===== src/sv/slcr_pkg.sv =====
// types, command table and codes for the serial line command recognizer
`default_nettype none
package slcr_pkg;

  localparam int CMD_COUNT = 9;
  localparam int CMD_MAX   = 9;

  localparam logic [7:0] CHAR_CR = 8'h0D;
  localparam logic [7:0] CHAR_LF = 8'h0A;
  localparam logic [7:0] CHAR_NUL = 8'h00;

  localparam logic [1:0] STATUS_NONE    = 2'd0;
  localparam logic [1:0] STATUS_KNOWN   = 2'd1;
  localparam logic [1:0] STATUS_UNKNOWN = 2'd2;

  typedef logic [CMD_COUNT-1:0] cmd_mask_t;
  typedef logic [7:0] char_t;
  typedef char_t [0:CMD_MAX-1] cmd_word_t;

  typedef struct packed {
    logic [3:0] command_index;
    logic [1:0] line_status;
    char_t      echo_byte;
    logic       echo_valid;
  } result_t;

  localparam cmd_mask_t ALL_CMDS = '1;

  localparam cmd_word_t CMD_TEXT [0:CMD_COUNT-1] = '{
    '{"e", "n", "a", "b", "l", "e", 8'h00, 8'h00, 8'h00},
    '{"d", "i", "s", "a", "b", "l", "e", 8'h00, 8'h00},
    '{"i", "n", "f", "o", 8'h00, 8'h00, 8'h00, 8'h00, 8'h00},
    '{"v", "e", "r", "s", "i", "o", "n", 8'h00, 8'h00},
    '{"p", "i", "n", "g", 8'h00, 8'h00, 8'h00, 8'h00, 8'h00},
    '{"m", "e", "m", "_", "i", "n", "f", "o", 8'h00},
    '{"f", "w", "_", "i", "n", "f", "o", 8'h00, 8'h00},
    '{"d", "e", "v", "_", "i", "n", "f", "o", 8'h00},
    '{"b", "o", "o", "t", "_", "i", "n", "f", "o"}
  };

  localparam logic [3:0] CMD_LEN [0:CMD_COUNT-1] = '{
    4'd6, 4'd7, 4'd4, 4'd7, 4'd4, 4'd8, 4'd7, 4'd8, 4'd9
  };

  function automatic char_t cmd_char(input int unsigned idx, input logic [3:0] pos);
    char_t c;
    c = CHAR_NUL;
    if (pos < 4'(CMD_MAX)) begin
      c = CMD_TEXT[idx][pos];
    end
    return c;
  endfunction

endpackage
`default_nettype wire


===== src/sv/serial_line_command_recognizer.sv =====
// serial line command recognizer top level
`default_nettype none
// Takes one byte per clock on in_ while results are taken and returns one result item per byte
// on the out_ stream in the next cycle, through a single output register. Throughput is one
// byte per cycle; it is set by the per-byte update of the line counters and of the nine-bit
// mask of commands that still agree with the line, which is all the work a byte needs.
// A carriage return or line feed echoes a line feed and, for a non-empty line, reports
// which of the nine command words of the package table matched (status 1 with its table
// index) or that none did (status 2). Other bytes are echoed and held while the line has
// room for LINE_CAPACITY-1 bytes and dropped after that; a held zero byte ends the
// compared text. The input is ready whenever the output register is empty or being taken.
module serial_line_command_recognizer
  import slcr_pkg::*;
#(
  parameter int LINE_CAPACITY = 32
) (
  input  wire logic        clk,
  input  wire logic        rst_n,
  input  wire logic        in_tvalid,
  output logic             in_tready,
  input  wire logic [7:0]  in_tdata,   // rx_byte
  output logic             out_tvalid,
  input  wire logic        out_tready,
  output logic [15:0]      out_tdata   // echo_valid, echo_byte, line_status, command_index, pad
);

  localparam int CW = $clog2(LINE_CAPACITY);
  localparam logic [CW-1:0] HOLD_MAX = CW'(LINE_CAPACITY - 1);

  logic [CW-1:0] held_count_r, held_count_nxt;
  logic [CW-1:0] text_length_r, text_length_nxt;
  logic          text_ended_r, text_ended_nxt;
  cmd_mask_t     match_r, match_nxt;
  logic          out_valid_r, out_valid_nxt;
  result_t       result_r, result_nxt;

  logic      in_accept;
  logic      is_eol;
  cmd_mask_t keep_mask;
  cmd_mask_t hit_mask;

  assign in_tready = !out_valid_r || out_tready;
  assign in_accept = in_tvalid && in_tready;
  assign is_eol    = (in_tdata == CHAR_CR) || (in_tdata == CHAR_LF);

  always_comb begin
    for (int i = 0; i < CMD_COUNT; i++) begin
      keep_mask[i] = (text_length_r < CW'(CMD_LEN[i])) &&
                     (cmd_char(i, text_length_r[3:0]) == in_tdata);
      hit_mask[i]  = match_r[i] && (text_length_r == CW'(CMD_LEN[i]));
    end
  end

  always_comb begin
    held_count_nxt  = held_count_r;
    text_length_nxt = text_length_r;
    text_ended_nxt  = text_ended_r;
    match_nxt       = match_r;
    result_nxt      = '0;
    if (is_eol) begin
      result_nxt.echo_valid = 1'b1;
      result_nxt.echo_byte  = CHAR_LF;
      if (held_count_r != '0) begin
        result_nxt.line_status = STATUS_UNKNOWN;
        for (int i = CMD_COUNT - 1; i >= 0; i--) begin
          if (hit_mask[i]) begin
            result_nxt.line_status   = STATUS_KNOWN;
            result_nxt.command_index = 4'(i);
          end
        end
      end
      held_count_nxt  = '0;
      text_length_nxt = '0;
      text_ended_nxt  = 1'b0;
      match_nxt       = ALL_CMDS;
    end else if (held_count_r < HOLD_MAX) begin
      if (!text_ended_r) begin
        if (in_tdata == CHAR_NUL) begin
          text_ended_nxt = 1'b1;
        end else begin
          match_nxt       = match_r & keep_mask;
          text_length_nxt = text_length_r + 1'b1;
        end
      end
      held_count_nxt        = held_count_r + 1'b1;
      result_nxt.echo_valid = 1'b1;
      result_nxt.echo_byte  = in_tdata;
    end
  end

  always_comb begin
    out_valid_nxt = out_valid_r;
    if (in_accept) begin
      out_valid_nxt = 1'b1;
    end else if (out_tready) begin
      out_valid_nxt = 1'b0;
    end
  end

  always_ff @(posedge clk) begin
    if (!rst_n) begin
      held_count_r  <= '0;
      text_length_r <= '0;
      text_ended_r  <= 1'b0;
      match_r       <= ALL_CMDS;
      out_valid_r   <= 1'b0;
    end else begin
      out_valid_r <= out_valid_nxt;
      if (in_accept) begin
        held_count_r  <= held_count_nxt;
        text_length_r <= text_length_nxt;
        text_ended_r  <= text_ended_nxt;
        match_r       <= match_nxt;
      end
    end
  end

  always_ff @(posedge clk) begin
    if (in_accept) begin
      result_r <= result_nxt;
    end
  end

  assign out_tvalid = out_valid_r;
  assign out_tdata  = {1'b0, result_r};

`ifndef SYNTHESIS
  a_held_bound: assert property (@(posedge clk) disable iff (!rst_n)
    held_count_r <= HOLD_MAX && text_length_r <= held_count_r)
    else $error("line count out of range");

  a_eol_clears: assert property (@(posedge clk) disable iff (!rst_n)
    in_accept && is_eol |=> held_count_r == '0 && match_r == ALL_CMDS && !text_ended_r)
    else $error("line state not cleared after line end");

  a_status_echo: assert property (@(posedge clk) disable iff (!rst_n)
    out_tvalid && result_r.line_status != STATUS_NONE |->
      result_r.echo_valid && result_r.echo_byte == CHAR_LF)
    else $error("command event without line feed echo");

  a_index_known: assert property (@(posedge clk) disable iff (!rst_n)
    out_tvalid && result_r.command_index != 4'd0 |-> result_r.line_status == STATUS_KNOWN)
    else $error("command index without known command");

  a_result_loaded: assert property (@(posedge clk) disable iff (!rst_n)
    in_accept |=> out_tvalid)
    else $error("accepted item produced no result");
`endif

endmodule
`default_nettype wire


===== config.mk =====
export PLATFORM = sky130hd
export DESIGN_NAME = serial_line_command_recognizer
export DESIGN_NICKNAME = d
export VERILOG_FILES = /design/src/sv/slcr_pkg.sv /design/src/sv/serial_line_command_recognizer.sv
export SDC_FILE = /design/constraint.sdc
export NUM_CORES = 1
export LEC_CHECK = 0
export BUFFER_PORTS_ARGS = -buffer_cell sky130_fd_sc_hd__buf_2
export CORE_ASPECT_RATIO = 1.4
export CORE_MARGIN = 3
export CORE_UTILIZATION = 45
export CTS_CLUSTER_DIAMETER = 120
export DETAILED_ROUTE_END_ITERATION = 8
export HOLD_SLACK_MARGIN = 0.02
export SLEW_MARGIN = 20
export SYNTH_ARGS = -nofsm -noshare
export SYNTH_HDL_FRONTEND = slang
export SYNTH_SLANG_ARGS = --single-unit

===== constraint.sdc =====
create_clock -name clk -period 4 [get_ports clk]
set_input_delay 0.4 -clock clk [delete_from_list [all_inputs] [get_ports clk]]
set_output_delay 0.4 -clock clk [all_outputs]
set_load 0.02 [all_outputs]

* Yosys cells after proc, flatten, opt, wreduce, memory -nomap -nowiden *
Memory sizes are Yosys's and may differ from the RTL's.
Cells that the tools add are included.

cells by class
  add/subtract/negate cells = 2
  magnitude comparators = 8
  equal/unequal tests = 18
  mux-type cells = 53
  bitwise operators = 5
  reductions and logical operators = 34

operator list
  cell                                                                   number
  8-bit 2-to-1 mux                                                       27
  8-bit == test                                                          9
  5-bit 2-to-1 mux                                                       11
  9-bit 2-to-1 mux                                                       4
  1-bit logical AND                                                      19
  8-bit by 4-bit == test with 1-bit output (second input constant)       2
  5-bit by 3-bit == test with 1-bit output (second input constant)       3
  5-bit by 3-bit < comparator with 1-bit output (second input constant)  3
  5-bit by 1-bit adder with 5-bit output (second input constant)         2
  5-bit by 4-bit == test with 1-bit output (second input constant)       2
  5-bit by 4-bit < comparator with 1-bit output (second input constant)  2
  10-bit OR reduction                                                    1
  9-bit AND                                                              1
  8-bit zero test                                                        1
  4-bit 2-to-1 mux                                                       2
  1-bit 2-to-1 mux                                                       7
  6-bit 2-to-1 mux                                                       1
  6-bit OR reduction                                                     1
  5-bit >= comparator (second input constant)                            1
  5-bit < comparator (second input constant)                             1
  4-bit inverter with 5-bit output                                       1
  5-bit nonzero test                                                     1
  4-bit < comparator (second input constant)                             1
  2-bit AND reduction                                                    2
  other kinds (11)                                                       15

word-level totals
  register bits after elaboration = 36
  memory bits (read-only) = 1152
  input port bits = 12
  word-level logic and storage cells = 143
  memories = 9

memories
  memory            depth  bits a word  read ports  clocked after Yosys merged registers in  write ports  line            source
  (name not given)  16     8            1           0                                        0            slcr_pkg.sv:49  c = CMD_TEXT[idx][pos];
  (name not given)  16     8            1           0                                        0            slcr_pkg.sv:49
  (name not given)  16     8            1           0                                        0            slcr_pkg.sv:49
  (name not given)  16     8            1           0                                        0            slcr_pkg.sv:49
  (name not given)  16     8            1           0                                        0            slcr_pkg.sv:49
  (name not given)  16     8            1           0                                        0            slcr_pkg.sv:49
  +3 memories       -      -            -           -                                        -            -

* Longest topological paths before layout *
  word-level depth = 12
  depth in mapped cells = 10

* Worst setup path before layout *
OpenSTA, ideal clock, no wires.

  kind = reg2reg
  start = reg text_length_r[0]
  end = reg match_r[8]
  setup time = 59 ps
  arrival time = 2215 ps
  required time = 3941 ps
  path slack = 1726 ps
  cell stages (with the launch flop) = 11
  buffers on the path = 2
  clock period less this slack = 2274 ps
  path through = dfxtp_1 -> clkbuf_1 -> inv_1 -> ha_1 -> clkbuf_1 -> mux2i_1 -> o22ai_1 -> xnor2_1 -> nand4_1 -> nor4_1 -> a221o_1

on the way
  longest elaborated chain between the ends = 12
  elaborated cells between the ends (all ways) = 14
  those cells by class = order compare: 2; eq/ne: 1; mux: 7; bitwise: 2; reduce/logical: 1; memory: 1

RTL lines
  element                                                 line                                   source
  start: declaration                                      serial_line_command_recognizer.sv:31   logic [CW-1:0] text_length_r, text_length_nxt;
  start signal: assignment                                serial_line_command_recognizer.sv:111  text_length_r <= text_length_nxt;
  4-bit inverter with 5-bit output (not written as such)  slcr_pkg.sv:49
  memory read 16 x 8 bit                                  -
  8-bit 2-to-1 mux (not written as such) (2 in series)    slcr_pkg.sv:49
  8-bit 2-to-1 mux                                        slcr_pkg.sv:48                         if (pos < 4'(CMD_MAX)) begin
  8-bit == test                                           serial_line_command_recognizer.sv:49   (cmd_char(i, text_length_r[3:0]) == in_tdata);
  1-bit logical AND *                                     serial_line_command_recognizer.sv:48   keep_mask[i] = (text_length_r < CW'(CMD_LEN[i])) &&
  9-bit AND *                                             serial_line_command_recognizer.sv:81   match_nxt = match_r & keep_mask;
  9-bit 2-to-1 mux *                                      serial_line_command_recognizer.sv:78   if (in_tdata == CHAR_NUL) begin
  9-bit 2-to-1 mux *                                      serial_line_command_recognizer.sv:77   if (!text_ended_r) begin
  9-bit 2-to-1 mux *                                      serial_line_command_recognizer.sv:76   end else if (held_count_r < HOLD_MAX) begin
  9-bit 2-to-1 mux *                                      serial_line_command_recognizer.sv:60   if (is_eol) begin
  end signal: assignment                                  serial_line_command_recognizer.sv:113  match_r <= match_nxt;
  end: declaration                                        serial_line_command_recognizer.sv:33   cmd_mask_t match_r, match_nxt;

Mark *: on every way between the ends. The rest lies on a longest branch, timed or not. The select of a mux whose other input is x is not followed.
A chain may end at the register's enable or synchronous reset.

* Final worst setup path *
  start = reg text_length_r[1]
  end = reg match_r[8]

The elaborated chain is that of the path after synthesis.

==> metrics.yaml <==
worst_setup_path:
  timing.rr.start: "text_length_r[1]"
  required_ns: 4.23
  rr_worst_depth: 8
  startpoint_type: "register"
  setup.worst_path.start: "text_length_r[1]"
  crit_fanout: 10
  ff2ff_setup_slack_ns: 1.36
  endpoint_kind: "register"
  endpoint: "match_r[8]"
  worstSetupPathType: "reg2reg"
  crit_arrival_ns: 2.87
  r2r_end: "match_r[8]"
grt:
  use_met3_pct: 3.54
  track_usage_pct: 23.9
  grt_pass1_vias: 2650
  grtUsageMet2_pct: 39.9
  overflow: 0
  grt_use_met1_pct: 29.9
  grt_max_degree: 22
  antenna_found_initial: 0
  grt-busiest-layer: "met2"
  grt_pass1_wl_mm: 13.9
sta:
  fin_crit_sh_pct: 65.9
  relSlewSlack_pct: 32.1
  tightest_slew_ns: 1.01
  fmax_mhz: 379
  final-hold-violation-count: 0
  final.min_clock_period_ns: 2.64
  drv_slew: 0
  rsz0062_at_grt: "false"
  fin_skew_ns: 0.0113
  tns_ns: 0
  finalSetupViolCount: 0
clock_tree:
  clock_path_buffers: 2
  cts_max_level: 2
  post_cts_buffers: 0
  clkTransAtPathRegs_ns: 0.08
  cts_tree: "done"
  clock_latency_ns: 0.29
  cts.sink_count: 36
  cts_buffers: 5
  cts_resized: 0
  cts-root-buf: "clkbuf_8"
  holdBufCountCts: 0
hold_path:
  hold_class: "in2reg"
  min_from: "in_tvalid"
die:
  row_count: 34
  die_y_um: 102
  die_w_um: 74.6
  ioPinCount: 30
  initial_core_util_pct: 47.1
  dieArea_um2: 7620
  placeableCoreArea_um2: 6300
run_status:
  status: "finished clean"
finish:
  fin_cells: 462
  final_core_util_pct: 50.6
  synthToLayoutAreaGrowth_pct: 7.42
  nNetsFinal: 414
  num-fill-cells: 631
  drive_gt1_share_pct: 12.8
  fin_area_um2: 3190
  antenna_cells: 0
routing:
  first_pass_iters: 5
  drt_iter0_drc: 223
  viasPerCell: 6.20
  dr_total_vias: 2865
  detail-route-antenna-nets: 0
  drc: 0
  finalWirelength_mm: 8.64
  wl_per_cell_um: 18.7
yosys:
  synthFlopType: "dfxtp_1"
  synth-edff-count: 15
  synth_area_um2: 2970
  synth_seq_area_share_pct: 29.3
  synth_top_area_share_pct: 15.2
  synth_common_cells: "nand2_1 (37), nor2_1 (35), a21oi_1 (25), dfxtp_1 (21), xnor2_1 (21)"
  synth_seq_cells: 36
  yosys.area.top_type: "edfxtp_1"
  syn-num-nets: 405
  yosys.cell_types.count: 61
  netlist_instances: 380
  synthArstFlopShare_pct: 0
  yosysMostFrequentCell: "nand2_1"
  yosys-top-cells-area: "edfxtp_1 (15%), dfxtp_1 (14%), xnor2_1 (6.2%), ha_1 (5.5%), nand2_1 (4.7%)"
  yosysWarnings: 0
  syn_avg_cell_area_um2: 7.81
job:
  drv_cap: 0
placement:
  dp_cells: 454
  numPortBuffers: 28
  dp_hpwl_mm: 6.48
  place_congestion: 0.919
  place_area_um2: 3100
pwr:
  power.density_nw_per_um2: 297
  leakagePower_nw: 1.17
  ir_worst_vdd_v: 0.000138
-- worst max-delay path, cell delays in order, from the launching register on --
cell     delay, ns
dfxtp_1       0.59
inv_1         0.27
ha_1          0.62
mux2i_1       0.16
o22ai_1       0.21
xnor2_1       0.14
nand4_1       0.11
nor4_1        0.30
a221o_1       0.18
-- through the flow --
step	power [mW]	hold slack, ns	setup slack, ns
2_1_floorplan	0.624	0.426	1.73
3_3_place_gp	0.693	0.448	1.38
3_5_place_dp	0.693	0.454	1.34
4_1_cts	0.947	0.357	1.44
5_1_grt	0.989	0.366	1.23
6_report	0.948	0.352	1.36
-- per-layer routing --
metal  routed length (µm)  up-vias
met5                    0        -
met4                  316        0
li1                     -     1386
met2                 4330      118
met3                  499       18
met1                 3490     1343
-- cell type report --
type	instances	area (µm²)	share of cell area (%)
clock buffers	5	68.8	2.16
repair buffers	33	178	5.57
inverters	12	45.0	1.41
well taps	72	90.1	2.83
flip-flops and latches	36	871	27.3
clock inverters	3	18.8	0.589
multi-input cells	301	1920	60.1
-- cells by family (layout without fill, tap and decap cells) --
logic type                 after synthesis  count (layout)  share of synthesized area [%]
DFF                                     36              36                           29.3
adders and majority gates               13              13                           5.48
muxes                                    7               7                           2.36
AOI/OAI and AO/OA                       97              97                           21.6
xor gates and xnor gates                29              29                           8.56
other                                    1               1                          0.126
and+or+nand+nor                        154             154                           26.4
buffers and inverters                   43              53                           6.07
-- how the worst min path moves through the flow --
| stage | end | slack (ns) | cells past startpoint |
|---|---|---|---|
| 6_report | out_tvalid | 0.35 | 3 |
| 3_3_place_gp | match_r[4] | 0.45 | 2 |
| 3_5_place_dp | match_r[4] | 0.45 | 2 |
| 4_1_cts | out_tvalid | 0.36 | 3 |
| 2_1_floorplan | match_r[6] | 0.43 | 1 |
| 5_1_grt | out_tvalid | 0.37 | 3 |
-- state kept, by name, summed over array words and instances (netlist names) --
signal         cells
out_tdata         15
text_length_r      5
match_r            9
held_count_r       5
text_ended_r       1
out_tvalid         1
-- report_power, final --
group / internal (mW) / switching [mW]
Sequential: 0.402 / 0.0207
Clock: 0.121 / 0.137
Combinational: 0.0998 / 0.167
-- cell usage in the layout, fill, tap and decap left out, types with 3 or more instances in the layout --
| master | instances |
|---|---|
| o21ai_1 | 11 |
| nor2_1 | 35 |
| buf_4 | 5 |
| and2_1 | 3 |
| a21oi_1 | 25 |
| nand3b_1 | 3 |
| nand3_1 | 12 |
| nor4_1 | 5 |
| nand2b_1 | 8 |
| xnor2_1 | 21 |
| mux2i_1 | 7 |
| a221o_1 | 4 |
| a31oi_1 | 5 |
| ha_1 | 13 |
| nand4_1 | 8 |
| dfxtp_1 | 21 |
| inv_1 | 10 |
| edfxtp_1 | 15 |
| a211oi_1 | 4 |
| and3_1 | 4 |
| buf_2 | 28 |
| a32oi_1 | 3 |
| nor2b_1 | 8 |
| nand2_1 | 37 |
| o31ai_1 | 3 |
| nor4b_1 | 3 |
| or3_1 | 4 |
| clkbuf_8 | 5 |
| nor3_1 | 14 |
| a21boi_1 | 3 |
| xor2_1 | 8 |
| o22ai_1 | 4 |
| o21ai_0 | 15 |
No activity file was read; power rests on OpenSTA's default activity.
